File: src/sv/urc_pkg.sv
// Shared types and constants for the ultrasonic ranger controller.
// No dependencies; every other file in sv/ refers to this package by scoped names.
`default_nettype none

package urc_pkg;

  // Configuration port
  localparam int unsigned CFG_IDX_W  = 2;
  localparam int unsigned CFG_DATA_W = 16;

  localparam logic [CFG_IDX_W-1:0] CFG_TRIGGER_TICKS = 2'd0;
  localparam logic [CFG_IDX_W-1:0] CFG_TIMEOUT_TICKS = 2'd1;
  localparam logic [CFG_IDX_W-1:0] CFG_SOUND_SPEED   = 2'd2;

  localparam logic [7:0]  TRIGGER_TICKS_RST = 8'd20;
  localparam logic [15:0] TIMEOUT_TICKS_RST = 16'hFFFF;
  localparam logic [9:0]  SOUND_SPEED_RST   = 10'd343;

  // Status codes shown on the result channel
  localparam logic [1:0] STATUS_IDLE    = 2'd0;
  localparam logic [1:0] STATUS_TRIG    = 2'd1;
  localparam logic [1:0] STATUS_MEASURE = 2'd2;
  localparam logic [1:0] STATUS_FAULT   = 2'd3;

  // Largest distance that the width and speed ranges can produce
  localparam logic [14:0] DISTANCE_MAX = 15'd16759;

  // Distance arithmetic: prod = (width >> 2) * speed fits 24 bits;
  // prod / 1000 == (prod * RECIP_MUL) >> RECIP_SHIFT exactly for prod < 2^24.
  localparam int unsigned PROD_W      = 24;
  localparam int unsigned RECIP_W     = 25;
  localparam int unsigned RECIP_SHIFT = 34;
  localparam logic [RECIP_W-1:0] RECIP_MUL = 25'd17179870;

  typedef enum logic [2:0] {
    PH_IDLE  = 3'd0,
    PH_TRIG  = 3'd1,
    PH_WAIT  = 3'd2,
    PH_FAULT = 3'd3,
    PH_HIGH  = 3'd4
  } phase_e;

  typedef struct packed {
    logic echo_level;
    logic start_req;
  } in_t;

  typedef struct packed {
    logic        trigger_level;
    logic [1:0]  status;
    logic        done_res;
    logic [15:0] echo_width;
    logic [14:0] distance_mm;
  } out_t;

  // Result fields known right after the state update
  typedef struct packed {
    logic        trigger_level;
    logic [1:0]  status;
    logic        done_res;
    logic [15:0] echo_width;
  } stage_t;

  typedef struct packed {
    logic [7:0]  trigger_ticks;
    logic [15:0] timeout_ticks;
    logic [9:0]  sound_speed;
  } cfg_t;

endpackage

`default_nettype wire

File: src/sv/urc_fsm.sv
// Measurement state machine: trigger pulse, echo edge timing, timeout fault.
// Depends on urc_pkg. State advances once per accepted input transaction.
`default_nettype none

module urc_fsm #(
  parameter int unsigned COUNTER_BITS = 16
) (
  input  wire logic           clk_i,
  input  wire logic           rst_ni,
  input  wire logic           accept_i,
  input  wire urc_pkg::in_t   item_i,
  input  wire urc_pkg::cfg_t  cfg_i,
  output urc_pkg::stage_t     stage_o
);

  localparam int unsigned CmpW = (COUNTER_BITS > 16) ? COUNTER_BITS : 16;
  localparam longint unsigned TopVal =
    (COUNTER_BITS >= 16) ? 64'hFFFF : ((64'd1 << COUNTER_BITS) - 64'd1);
  localparam logic [COUNTER_BITS-1:0] CntTop = COUNTER_BITS'(TopVal);

  urc_pkg::phase_e           phase_q, phase_d;
  logic [COUNTER_BITS-1:0]   cnt_q, cnt_d;
  logic [15:0]               width_q, width_d;
  logic                      done_q, done_d;
  logic                      prev_q;

  logic [COUNTER_BITS-1:0]   cnt_sat;
  logic                      timed_out;
  logic                      rise, fall;

  // Saturating count and timeout check on the advanced count
  assign cnt_sat   = (cnt_q < CntTop) ? cnt_q + COUNTER_BITS'(1) : cnt_q;
  assign timed_out = (CmpW'(cnt_sat) >= CmpW'(cfg_i.timeout_ticks)) || (cnt_sat >= CntTop);
  assign rise      = item_i.echo_level & ~prev_q;
  assign fall      = ~item_i.echo_level & prev_q;

  // State register
  always_ff @(posedge clk_i or negedge rst_ni) begin
    if (!rst_ni) begin
      phase_q <= urc_pkg::PH_IDLE;
      cnt_q   <= '0;
      width_q <= '0;
      done_q  <= 1'b0;
      prev_q  <= 1'b0;
    end else if (accept_i) begin
      phase_q <= phase_d;
      cnt_q   <= cnt_d;
      width_q <= width_d;
      done_q  <= done_d;
      prev_q  <= item_i.echo_level;
    end
  end

  // Next state
  always_comb begin
    phase_d = phase_q;
    cnt_d   = cnt_q;
    width_d = width_q;
    done_d  = 1'b0;
    unique case (phase_q)
      urc_pkg::PH_IDLE, urc_pkg::PH_FAULT: begin
        if (item_i.start_req) begin
          phase_d = urc_pkg::PH_TRIG;
          cnt_d   = COUNTER_BITS'(1);
        end
      end
      urc_pkg::PH_TRIG: begin
        // a trigger length of zero ends after one tick, like one
        if (CmpW'(cnt_q) >= CmpW'(cfg_i.trigger_ticks)) begin
          phase_d = urc_pkg::PH_WAIT;
          cnt_d   = '0;
        end else begin
          cnt_d = cnt_q + COUNTER_BITS'(1);
        end
      end
      urc_pkg::PH_WAIT: begin
        if (rise) begin
          phase_d = urc_pkg::PH_HIGH;
          cnt_d   = '0;
        end else begin
          cnt_d = cnt_sat;
          if (timed_out) phase_d = urc_pkg::PH_FAULT;
        end
      end
      urc_pkg::PH_HIGH: begin
        cnt_d = cnt_sat;
        // falling edge wins over a timeout on the same tick
        if (fall) begin
          width_d = 16'(cnt_sat);
          phase_d = urc_pkg::PH_IDLE;
          done_d  = 1'b1;
        end else if (timed_out) begin
          phase_d = urc_pkg::PH_FAULT;
        end
      end
      default: begin
        phase_d = urc_pkg::PH_IDLE;
        cnt_d   = '0;
      end
    endcase
  end

  // Result fields from the updated state
  always_comb begin
    stage_o.trigger_level = (phase_q == urc_pkg::PH_TRIG);
    stage_o.done_res      = done_q;
    stage_o.echo_width    = width_q;
    unique case (phase_q)
      urc_pkg::PH_TRIG:                   stage_o.status = urc_pkg::STATUS_TRIG;
      urc_pkg::PH_WAIT, urc_pkg::PH_HIGH: stage_o.status = urc_pkg::STATUS_MEASURE;
      urc_pkg::PH_FAULT:                  stage_o.status = urc_pkg::STATUS_FAULT;
      default:                            stage_o.status = urc_pkg::STATUS_IDLE;
    endcase
  end

endmodule

`default_nettype wire

File: src/sv/urc_dist.sv
// Distance stages: (width >> 2) * speed, then divide by 1000 by reciprocal.
// Depends on urc_pkg. Two registered stages; the second drives the result channel.
`default_nettype none

module urc_dist (
  input  wire logic            clk_i,
  input  wire logic            rst_ni,
  input  wire logic            s1_valid_i,
  input  wire urc_pkg::stage_t s1_i,
  input  wire logic [9:0]      speed_i,
  output logic                 s1_take_o,
  output logic                 out_valid_o,
  input  wire logic            out_stall_i,
  output urc_pkg::out_t        out_data_o
);

  localparam int unsigned FullW = urc_pkg::PROD_W + urc_pkg::RECIP_W;

  logic                       v2_q, v3_q;
  logic                       adv2, adv3;
  urc_pkg::stage_t            s2_q;
  logic [urc_pkg::PROD_W-1:0] prod_q;
  urc_pkg::out_t              out_q;
  logic [FullW-1:0]           full;

  // Pipeline advance
  assign adv3      = ~v3_q | ~out_stall_i;
  assign adv2      = ~v2_q | adv3;
  assign s1_take_o = adv2;

  assign full = FullW'(prod_q) * FullW'(urc_pkg::RECIP_MUL);

  always_ff @(posedge clk_i or negedge rst_ni) begin
    if (!rst_ni) begin
      v2_q <= 1'b0;
      v3_q <= 1'b0;
    end else begin
      if (adv2) v2_q <= s1_valid_i;
      if (adv3) v3_q <= v2_q;
    end
  end

  // Product stage
  always_ff @(posedge clk_i) begin
    if (adv2) begin
      s2_q   <= s1_i;
      prod_q <= urc_pkg::PROD_W'(s1_i.echo_width[15:2]) * urc_pkg::PROD_W'(speed_i);
    end
  end

  // Reciprocal stage and result register
  always_ff @(posedge clk_i) begin
    if (adv3) begin
      out_q.trigger_level <= s2_q.trigger_level;
      out_q.status        <= s2_q.status;
      out_q.done_res      <= s2_q.done_res;
      out_q.echo_width    <= s2_q.echo_width;
      out_q.distance_mm   <= full[urc_pkg::RECIP_SHIFT +: 15];
    end
  end

  assign out_valid_o = v3_q;
  assign out_data_o  = out_q;

endmodule

`default_nettype wire

File: src/sv/ultrasonic_ranger_controller_top.sv
// Top level of the ultrasonic ranger controller: config registers and pipeline glue.
// Depends on urc_pkg, urc_fsm and urc_dist.
//
//   channel | direction | handshake                 | payload
//   --------+-----------+---------------------------+----------------------------
//   in      | in        | in_valid_i / in_stall_o   | urc_pkg::in_t (one tick)
//   out     | out       | out_valid_o / out_stall_i | urc_pkg::out_t
//   cfg     | in        | cfg_valid_i / cfg_ready_o | cfg_index_i, cfg_data_i
//
// One transaction per clock sustained while the output is not stalled; each result
// passes the state register, which loads on the edge that accepts its input, then
// the multiply and reciprocal stage registers.
// Reset clears the state machine and loads default config; no clearing pass.
// An output stall backs up through the three stages; input is taken as long
// as any stage is free. Config writes are always ready.
`default_nettype none

module ultrasonic_ranger_controller_top #(
  parameter int unsigned COUNTER_BITS = 16
) (
  input  wire logic                             clk_i,
  input  wire logic                             rst_ni,
  input  wire logic                             in_valid_i,
  output logic                                  in_stall_o,
  input  wire urc_pkg::in_t                     in_data_i,
  output logic                                  out_valid_o,
  input  wire logic                             out_stall_i,
  output urc_pkg::out_t                         out_data_o,
  input  wire logic                             cfg_valid_i,
  output logic                                  cfg_ready_o,
  input  wire logic [urc_pkg::CFG_IDX_W-1:0]    cfg_index_i,
  input  wire logic [urc_pkg::CFG_DATA_W-1:0]   cfg_data_i
);

  urc_pkg::cfg_t   cfg_q;
  urc_pkg::stage_t s1;
  logic            v1_q;
  logic            s1_take;
  logic            accept;

  assign cfg_ready_o = 1'b1;

  // Configuration registers
  always_ff @(posedge clk_i or negedge rst_ni) begin
    if (!rst_ni) begin
      cfg_q.trigger_ticks <= urc_pkg::TRIGGER_TICKS_RST;
      cfg_q.timeout_ticks <= urc_pkg::TIMEOUT_TICKS_RST;
      cfg_q.sound_speed   <= urc_pkg::SOUND_SPEED_RST;
    end else if (cfg_valid_i && cfg_ready_o) begin
      unique case (cfg_index_i)
        urc_pkg::CFG_TRIGGER_TICKS: cfg_q.trigger_ticks <= cfg_data_i[7:0];
        urc_pkg::CFG_TIMEOUT_TICKS: cfg_q.timeout_ticks <= cfg_data_i[15:0];
        urc_pkg::CFG_SOUND_SPEED:   cfg_q.sound_speed   <= cfg_data_i[9:0];
        default: ;
      endcase
    end
  end

  // Input side: state register doubles as first stage
  assign in_stall_o = v1_q & ~s1_take;
  assign accept     = in_valid_i & ~in_stall_o;

  always_ff @(posedge clk_i or negedge rst_ni) begin
    if (!rst_ni) begin
      v1_q <= 1'b0;
    end else if (accept) begin
      v1_q <= 1'b1;
    end else if (s1_take) begin
      v1_q <= 1'b0;
    end
  end

  urc_fsm #(
    .COUNTER_BITS(COUNTER_BITS)
  ) u_fsm (
    .clk_i    (clk_i),
    .rst_ni   (rst_ni),
    .accept_i (accept),
    .item_i   (in_data_i),
    .cfg_i    (cfg_q),
    .stage_o  (s1)
  );

  urc_dist u_dist (
    .clk_i       (clk_i),
    .rst_ni      (rst_ni),
    .s1_valid_i  (v1_q),
    .s1_i        (s1),
    .speed_i     (cfg_q.sound_speed),
    .s1_take_o   (s1_take),
    .out_valid_o (out_valid_o),
    .out_stall_i (out_stall_i),
    .out_data_o  (out_data_o)
  );

  // Checks
  a_done_idle: assert property (@(posedge clk_i) disable iff (!rst_ni)
    (out_valid_o && out_data_o.done_res) |-> (out_data_o.status == urc_pkg::STATUS_IDLE))
    else $error("done pulse outside idle status");

  a_trig_status: assert property (@(posedge clk_i) disable iff (!rst_ni)
    out_valid_o |-> (out_data_o.trigger_level == (out_data_o.status == urc_pkg::STATUS_TRIG)))
    else $error("trigger level disagrees with status");

  a_dist_range: assert property (@(posedge clk_i) disable iff (!rst_ni)
    out_valid_o |-> (out_data_o.distance_mm <= urc_pkg::DISTANCE_MAX))
    else $error("distance out of range");

  a_no_drop: assert property (@(posedge clk_i) disable iff (!rst_ni)
    (v1_q && !s1_take) |=> v1_q)
    else $error("first stage lost a transaction");

endmodule

`default_nettype wire

File: config.mk
export PLATFORM = sky130hd
export DESIGN_NAME = ultrasonic_ranger_controller_top
export DESIGN_NICKNAME = d
export VERILOG_FILES = /design/src/sv/urc_pkg.sv /design/src/sv/urc_fsm.sv /design/src/sv/urc_dist.sv /design/src/sv/ultrasonic_ranger_controller_top.sv
export SDC_FILE = /design/constraint.sdc
export NUM_CORES = 1
export LEC_CHECK = 0
export ABC_AREA = 1
export BUFFER_PORTS_ARGS = -buffer_cell sky130_fd_sc_hd__buf_4
export CORE_MARGIN = 1.5
export CORE_UTILIZATION = 40
export DETAILED_ROUTE_END_ITERATION = 12
export GPL_TIMING_DRIVEN = 0
export HOLD_SLACK_MARGIN = 0.15
export PLACE_DENSITY = 0.58
export SLEW_MARGIN = 20
export SYNTH_ARGS = -nofsm -noshare
export SYNTH_HDL_FRONTEND = slang
export SYNTH_HIERARCHICAL = 1
export SYNTH_SLANG_ARGS = --single-unit
File: constraint.sdc
create_clock -name clk_i -period 7.7 [get_ports clk_i]
set_input_delay 0.385 -clock clk_i [delete_from_list [all_inputs] [get_ports clk_i]]
set_output_delay 0.385 -clock clk_i [all_outputs]
set_load 0.05 [all_outputs]
== Word level (Yosys, flattened, before mapping) ==
Cells that the tools add are included.

* Equal/unequal tests: 8
* Muxes and demuxes: 16
* Magnitude comparators: 4
* Bitwise gates (word level): 13
* Multiply operators: 2
* Add/subtract/negate cells: 1
* Reductions and logical operators: 12

{| class="wikitable"
|+ Operators with widths
! operator !! number
|-
| $mux 16 || 4
|-
| $pmux 16 s4 || 1
|-
| $mul 24x24->48 const B || 1
|-
| $mul 14x10->24 || 1
|-
| $add 16x1->16 const B || 1
|-
| $ge 16x16->1 || 1
|-
| $ge 16x16->1 const B || 1
|-
| $ge 16x8->1 || 1
|-
| $lt 16x16->1 const B || 1
|-
| $mux 3 || 5
|-
| $pmux 3 s4 || 1
|-
| $reduce_and 2->1 || 4
|-
| $not 1->1 || 7
|-
| $eq 3x2->1 const B || 2
|-
| $pmux 2 s3 || 1
|-
| $reduce_and 3->1 || 2
|-
| $and 1x1->1 || 4
|-
| $mux 1 || 4
|-
| $ne 2x2->1 const B || 2
|-
| $reduce_or 2->1 || 2
|-
| $eq 3x1->1 const B || 1
|-
| $eq 3x3->1 const B || 1
|-
| $logic_not 3->1 || 1
|-
| $eq 2x1->1 const B || 1
|-
| 5 further kinds || 6
|}

* Input port bits: 25
* Flip-flop bits (word level): 153
* Output and inout port bits: 38
* Word-level logic and storage cells: 77

== Depth between registers and ports, before layout ==
Gate-level depths: netlist (run 1).

* Depth in word-level cells: 8
* Mapped depth: 26

== Modules after synthesis ==
Netlist (run 1), hierarchy kept.

{| class="wikitable"
|+ Modules (own cells, without submodules)
! module !! area an instance (sq um) !! cells an instance !! instances
|-
| urc_dist || 17344.1 || 2011 || 1
|-
| urc_fsm || 2842.7 || 408 || 1
|-
| ultrasonic_ranger_controller_top || 1511.4 || 161 || 1
|}

== Worst setup path before layout (run 1) ==
Ideal clock, no wire load.

* Path kind: reg-to-reg
* Start point: register u_dist/prod_q[15] in the netlist's numbering
* End point: register u_dist.out_q, in the netlist u_dist/out_data_o[1], data pin
* Data required time: 7.444 ns
* Clock period less this slack: 5.433 ns
* Data arrival time: 5.176 ns
* Path slack: 2.267 ns
* Path buffers: 0
* Setup time: 0.256 ns
* Stages on the path, launching flop included: 26
* Path through: edfxtp_1 fa_1 inv_1 fa_1 inv_1 ha_1 inv_1 fa_1 fa_1 inv_1 fa_1 inv_1 fa_1 inv_1 ha_1 nand2_1 nor2_1 inv_1 nor3_1 nand2_1 nand2_1 nand2_1 inv_1 nor2_1 nand2_1 nand2_1

* Longest elaborated chain between the ends: 1

{| class="wikitable"
|+ Ends and longest elaborated chain
! what !! RTL line !! text
|-
| from (decl) || urc_dist.sv:22 || <nowiki>logic [urc_pkg::PROD_W-1:0] prod_q;</nowiki>
|-
| from (signal assigned) || urc_dist.sv:47 || <nowiki>prod_q <= urc_pkg::PROD_W'(s1_i.echo_width[15:2]) * urc_pkg::PROD_W'(speed_i);</nowiki>
|-
| $mul 24x24->48 || urc_dist.sv:31 || <nowiki>assign full = FullW'(prod_q) * FullW'(urc_pkg::RECIP_MUL);</nowiki>
|-
| named net u_dist.full[35] || urc_dist.sv:24 || <nowiki>logic [FullW-1:0] full;</nowiki>
|-
| to (decl) || urc_dist.sv:23 || <nowiki>urc_pkg::out_t out_q;</nowiki>
|}

The timed path passes the listed nets, and every way through them passes these cells.
A chain may end at the register's enable or synchronous reset.

== Worst setup path in the final report (run 1) ==
* Start point: register u_dist/prod_q[22] in the netlist's numbering
* End point: register u_dist.out_q, in the netlist u_dist/out_data_o[7], data pin

Same word-level chain as after synthesis.

==> impl_metrics.ini, run 1 <==
[outcome]
run_status = finished, final reports clean

[worst_setup_path]
arrival_ns = 6.45
crit_path_max_fanout = 10
path_common_cell = inv_1
path_cells = inv_1 > ha_1 > fa_1 > inv_1 > ha_1 > inv_1 > fa_1 > inv_1 > fa_1 > fa_1 > inv_1 > fa_1 > inv_1 > ha_1 > nand2_1 > nor2_1 > inv_1 > nor3_1 > nand4_1 > nand4_1 > nand2_1
worstSetupStartpointType = flip-flop
critPathMaxStageDelay_ns = 0.81
crit_type = flip-flop to flip-flop
cp_slowest_cell = edfxtp_1
cp-end-kind = flip-flop
cp.required_ns = 7.90

[sta]
layout_min_cycle_time_ns = 6.25
fin_crit_sh = 0.812
fin_setup_tns_ns = 0
finalClockSkew_ns = 0.0225
rsz0062_at_grt = false
maxSlewViolCount = 0
max_freq_mhz = 160
timing_hold_violations_final = 0
worstMarginPinSlew_ns = 0.951
relSlewSlack = 0.366
finalSetupViolations = 0

[synth]
synth_edf_count = 79
synth-compound-area-share = 0.0526
synth_fa_ha_area_frac = 0.444
syn-num-nets = 3213
async_flop_share = 0.484
seq_area_frac_synth = 0.196
yosysWarnings = 6
yosys.area.top_type = fa_1
syn_area_per_cell_sq_um = 8.41
synth_top_family_by_area = adder cells
ys_top_cells_by_area = fa_1 25%, ha_1 20%, inv_1 12%
synth_cells = 2580
ys_ff_latch = 153
synth_cell_types = 44
synthMuxAreaShare = 0
syn_area_sq_um = 21700
yosys.area_share.simple = 0.170
synthFlopType = edfxtp_1
synth_xor_area_frac = 0.0101
synthDominantCellAreaShare = 0.248

[clock_tree]
cts_root_buffer = clkbuf_16
clock_path_buffers = 2
htree_levels = 4
clkSinkCount = 153
cts_made_buffers = 17
insertion_delay_ns = 0.45
cts_tree = yes
postCtsSetupBuffers = 0
cts_resized = 0
cts_hold_buf = 2
clk_pin_slew_ns = 0.06

[drt]
vias = 16410
firstDrtPassIters = 5
wirelength_mm = 52.6
route.detailed.drc = 0
drt_iter0_markers = 762
ant_nets = 0
wire_per_inst_microns = 15.6
vias_per_cell = 4.87

[floorplan]
rows = 85
dieHeight_microns = 236
start_util = 0.404
die_w_microns = 236
core_area_sq_um = 53700
io_pins = 63
die-area_sq_um = 55700

[final_layout]
drive_gt1_frac = 0.0669
mostFrequentLayoutCells = 676 x inv_1, 554 x nand2_1, 339 x ha_1
nNetsFinal = 3294
antenna_cells = 0
layout_commonest_cell = inv_1
area_delta_synth_final_pct = 9.11

[place]
portBuffers = 59
gp_congestion = 0.917
hpwl_mm = 44.5

[job]
maxCapViolations = 0

[global_routing]
track_usage = 0.200
grt_pass1_vias = 17326
overflow = 0
antenna_found_initial = 0
grt_pass1_wl_mm = 87.8
grt_max_degree = 75

[min_path]
hold_path.class = input pin to flip-flop
## cell usage after synthesis (10+ instances only)
| cell | count |
|---|---|
| a31oi_1 | 13 |
| xor2_1 | 17 |
| nand2_2 | 11 |
| clkbuf_1 | 30 |
| nand3_1 | 68 |
| fa_1 | 269 |
| nand4_1 | 49 |
| inv_1 | 676 |
| nor2_1 | 120 |
| edfxtp_1 | 79 |
| o21ai_0 | 57 |
| nor3_1 | 24 |
| nand2_1 | 555 |
| nor2_2 | 10 |
| dfrtp_1 | 50 |
| ha_1 | 339 |
| dfstp_2 | 24 |
| a21oi_1 | 87 |
| o21bai_1 | 10 |
## kinds of logic after synthesis
group,Yosys count
xor gates and xnor gates,25
other,1
and+or+nand+nor,864
DFF,153
buffers and inverters,725
AOI/OAI and AO/OA,204
adders and majority gates,608
## registers in the layout, summed over array words and instances, names as in the netlist
| register | count |
|---|---|
| cfg_q | 34 |
| u_dist/out_data_o | 35 |
| u_dist/out_valid_o | 1 |
| u_dist/prod_q | 24 |
| u_dist/s2_q | 20 |
| u_dist/v2_q | 1 |
| u_fsm/cnt_q | 16 |
| u_fsm/done_q | 1 |
| u_fsm/phase_q | 3 |
| u_fsm/prev_q | 1 |
| u_fsm/width_q | 16 |
| v1_q | 1 |
## worst paths after layout
| check | from | to | slack, ns | depth (start not counted) |
|---|---|---|---|---|
| setup / recovery | u_dist/prod_q[22] | u_dist/out_data_o[7] | 1.45 | 21 |
| hold / removal | in_data_i[1] | u_fsm/prev_q | 0.18 | 3 |
| setup reg to reg | u_dist/prod_q[22] | u_dist/out_data_o[7] | 1.45 | 21 |
| hold reg to reg | u_dist/s2_q[3] | u_dist/out_data_o[18] | 0.42 | 0 |
| max in group asynchronous | rst_ni | cfg_q[3] | 6.46 | 2 |
| min in group asynchronous | rst_ni | u_fsm/phase_q[2] | 0.63 | 2 |
## metrics by stage
step                instance area [sq um]  hold WS [ns]  cells   util  setup WS (ns)
finish                              23700         0.179   3370  0.441           1.45
global route                        23700         0.163   3370  0.441           1.13
CTS                                 23700         0.152   3370  0.441           1.43
detailed placement                  23100         0.405   3336  0.429           1.49
global placement                    23000         0.401   3335  0.428           1.52
floorplan                           21700        0.0894   2580      -           2.27
## layer usage
| metal | share of wire | global-route usage |
|---|---|---|
| met1 | 0.44 | 0.251 |
| met2 | 0.50 | 0.358 |
| met3 | 0.030 | 0.0287 |
| met4 | 0.022 | 0.0530 |
| met5 | 0 | 0 |
## worst max-delay path: cells and delay by family (launching register included)
family / cells / cell delay (ns)
adders and majority gates: 8 / 3.66
and+or+nand+nor: 6 / 1.08
DFF: 1 / 0.81
buffers and inverters: 7 / 0.45
## area by class of cell
cell class	count	area (sq um)
buffer	44	211
clock inverter	11	106
clock buffer	21	493
inverter	681	2560
fill	5332	30000
tap	696	871
timing repair buffer	62	490
sequential	153	4250
multi-input combinational	1702	14700
Power of run 1 is not shown: default switching activity piles up to over one toggle a cycle in this logic, so the estimate is an artifact.
==> run 2, diff against run 1 <==
--- a/config.mk
+++ b/config.mk
@@ -5,14 +5,14 @@
 export SDC_FILE = /design/constraint.sdc
 export NUM_CORES = 1
 export LEC_CHECK = 0
-export ABC_AREA = 1
+export ABC_AREA = 0
 export BUFFER_PORTS_ARGS = -buffer_cell sky130_fd_sc_hd__buf_4
 export CORE_MARGIN = 1.5
 export CORE_UTILIZATION = 40
 export DETAILED_ROUTE_END_ITERATION = 12
 export GPL_TIMING_DRIVEN = 0
 export HOLD_SLACK_MARGIN = 0.15
-export PLACE_DENSITY = 0.58
+export PLACE_DENSITY = 0.6
 export SLEW_MARGIN = 20
 export SYNTH_ARGS = -nofsm -noshare
 export SYNTH_HDL_FRONTEND = slang
==> constraint.sdc (replaced) <==
create_clock -name clk_i -period 5.71 [get_ports clk_i]
set_input_delay 0.2855 -clock clk_i [delete_from_list [all_inputs] [get_ports clk_i]]
set_output_delay 0.2855 -clock clk_i [all_outputs]
set_load 0.05 [all_outputs]
==> impl_metrics.ini, run 2 <==
[worst_setup_path]
crit_path_max_fanout = 7
worstSetupStartpointType = flip-flop
crit_type = flip-flop to flip-flop
reg2reg_slack_ns = -0.29
endpoint = u_dist/out_data_o[7]
crit_start = u_dist/prod_q[16]
r2r-start = u_dist/prod_q[16]
cp-end-kind = flip-flop
arrival_ns = 6.25
cp.required_ns = 5.96
reg2reg_to = u_dist/out_data_o[7]
reg2reg_depth = 23

[place]
portBuffers = 61
placed_cells = 2678
place_ws_ns = -0.938
hpwl_mm = 34.6
gp_congestion = 0.872
placed_cell_area_sq_um = 21400

[floorplan]
die_w_microns = 227
die-area_sq_um = 51300
rows = 81
start_util = 0.407
dieHeight_microns = 227
io_pins = 63
core_area_sq_um = 49200

[final_layout]
nNetsFinal = 2774
ff_latch_area_sq_um = 4270
area_delta_synth_final_pct = 18.3
antenna_cells = 0
multi_input_comb_area_sq_um = 14400
largest_register_ffs = 35
drive_gt1_frac = 0.188
mostFrequentLayoutCells = 471 x inv_1, 320 x ha_1, 262 x fa_1
n_fill_cell = 4501
reg_top3 = u_dist/out_data_o: 35 flops, cfg_q: 34 flops, u_dist/prod_q: 24 flops
stdcell_area_sq_um = 23700
fin_cells = 2818
regMostFlops = u_dist/out_data_o
layout_commonest_cell = inv_1

[drt]
wire_per_inst_microns = 16.0
vias = 13818
route.detailed.drc = 0
wirelength_mm = 45.1
drt_iter0_markers = 544
firstDrtPassIters = 4
ant_nets = 0
vias_per_cell = 4.90

[outcome]
violations = setup timing
run_status = complete, but fails checks

[sta]
finalSetupViolations = 13
rsz0062_at_grt = true
finalWorstSetupSlack_ns = -0.292
max_freq_mhz = 167
maxSlewViolCount = 0
fin_crit_sh = 1.05
worstMarginPinSlew_ns = 0.957
finalClockSkew_ns = 0.0132
relSlewSlack = 0.362
timing_hold_violations_final = 0
layout_min_cycle_time_ns = 6.00

[global_routing]
overflow = 0
grt_max_degree = 75
antenna_found_initial = 0
grt_pass1_wl_mm = 74.3
track_usage = 0.185
grt_pass1_vias = 14901

[clock_tree]
clk_pin_slew_ns = 0.06
clkSinkCount = 153
cts_tree = yes
clock_path_buffers = 2
cts_made_buffers = 17
insertion_delay_ns = 0.44
htree_levels = 4
cts_root_buffer = clkbuf_16

[synth]
synth_edf_count = 79
syn_area_per_cell_sq_um = 10.2
synth_cells = 1952
ys_top_cells_by_area = fa_1 27%, ha_1 21%, edfxtp_1 12%
yosysWarnings = 6
syn_area_sq_um = 20000
seq_area_frac_synth = 0.213
ys_ff_latch = 153
synth_commonest_cells = 488 x inv_1, 339 x ha_1, 269 x fa_1, 136 x nand2_1, 79 x edfxtp_1
yosysMostFrequentCell = inv_1
synthFlopType = edfxtp_1
syn-num-nets = 2585
synth_cell_types = 81
synthDominantCellAreaShare = 0.269
yosys.area.top_type = fa_1
async_flop_share = 0.484

[min_path]
hold_path.class = input pin to flip-flop

[job]
maxCapViolations = 0
-- run 2: changes by cell type in the layout (fill, tap and decap cells not counted), sizes merged, moves of 33 or more --
cell	before	now
nor2	136	52
nand3	74	23
nand2	567	136
a21oi	87	51
inv	686	491
and2	1	76
buf	74	181
nand4	49	16
mux2	0	38
-- run 2: what timing repair did --
action | 4_1_cts | 5_1_grt
gates resized for setup | 107 | 68
hold endpoints to repair | 86 | 0
setup endpoints to repair | 22 | 22
hold buffers | 19 | 0
setup buffers | 78 | 23
pin swaps | 59 | 41
cloned | 0 | 1
-- run 2: cell families (layout without fill, tap and decap cells) --
kind of cell | after synthesis | count (layout) | synth area share
AOI/OAI and AO/OA | 199 | 199 | 0.0671
xor gates and xnor gates | 37 | 37 | 0.0162
adders and majority gates | 608 | 608 | 0.481
buffers and inverters | 532 | 734 | 0.101
DFF | 153 | 153 | 0.213
muxes | 42 | 42 | 0.0236
other | 1 | 1 | 0.000188
and+or+nand+nor | 380 | 380 | 0.0975
-- run 2: through the flow --
stage                     TNS (ns)  hold slack (ns)  utilization
after floorplan            -0.0880          -0.0101            -
after global placement      -12.93            0.406        0.434
after detailed placement    -14.00            0.405        0.435
after CTS                    -2.68            0.245        0.472
after global routing         -5.23            0.266        0.481
final                        -2.28            0.271        0.481
-- run 2: worst min path at each step --
stage	start	end	slack [ns]	cells past startpoint
4_1_cts	cfg_index_i[1]	cfg_q[31]	0.25	3
5_1_grt	cfg_index_i[1]	cfg_q[33]	0.27	3
3_5_place_dp	u_dist/s2_q[2]	u_dist/out_data_o[17]	0.40	0
6_report	cfg_index_i[1]	cfg_q[27]	0.27	3
2_1_floorplan	rst_ni	cfg_q[26]	-0.01	0
3_3_place_gp	u_dist/s2_q[5]	u_dist/out_data_o[20]	0.41	0
-- run 2: critical path, stage by stage, from the launching register on --
cell and delay (ns):
edfxtp_1 0.41, buf_12 0.16, fa_1 0.53, inv_1 0.05
fa_1 0.47, inv_1 0.04, ha_1 0.26, inv_1 0.04
fa_1 0.45, fa_1 0.51, inv_2 0.04, fa_1 0.48
inv_1 0.05, fa_1 0.49, inv_2 0.05, ha_4 0.25
nand4_1 0.10, or3_4 0.41, a31oi_4 0.17, buf_12 0.15
a21oi_4 0.07, nor3_4 0.21, o21ai_2 0.10, a221oi_2 0.30
-- run 2: cell type report --
type	instances	area share
clock buffers	20	0.0185
multi-input cells	1267	0.608
plain buffers	31	0.00830
well taps	664	0.0351
flip-flops and latches	153	0.181
inverters	488	0.0774
clock inverters	12	0.00608
repair buffers	183	0.0661
-- run 2: layer usage --
metal	track usage	part of all wire
met1	0.224	0.43
met2	0.336	0.51
met3	0.0295	0.030
met4	0.0594	0.031
met5	0	0
Power of run 2 is left out for the same reason.
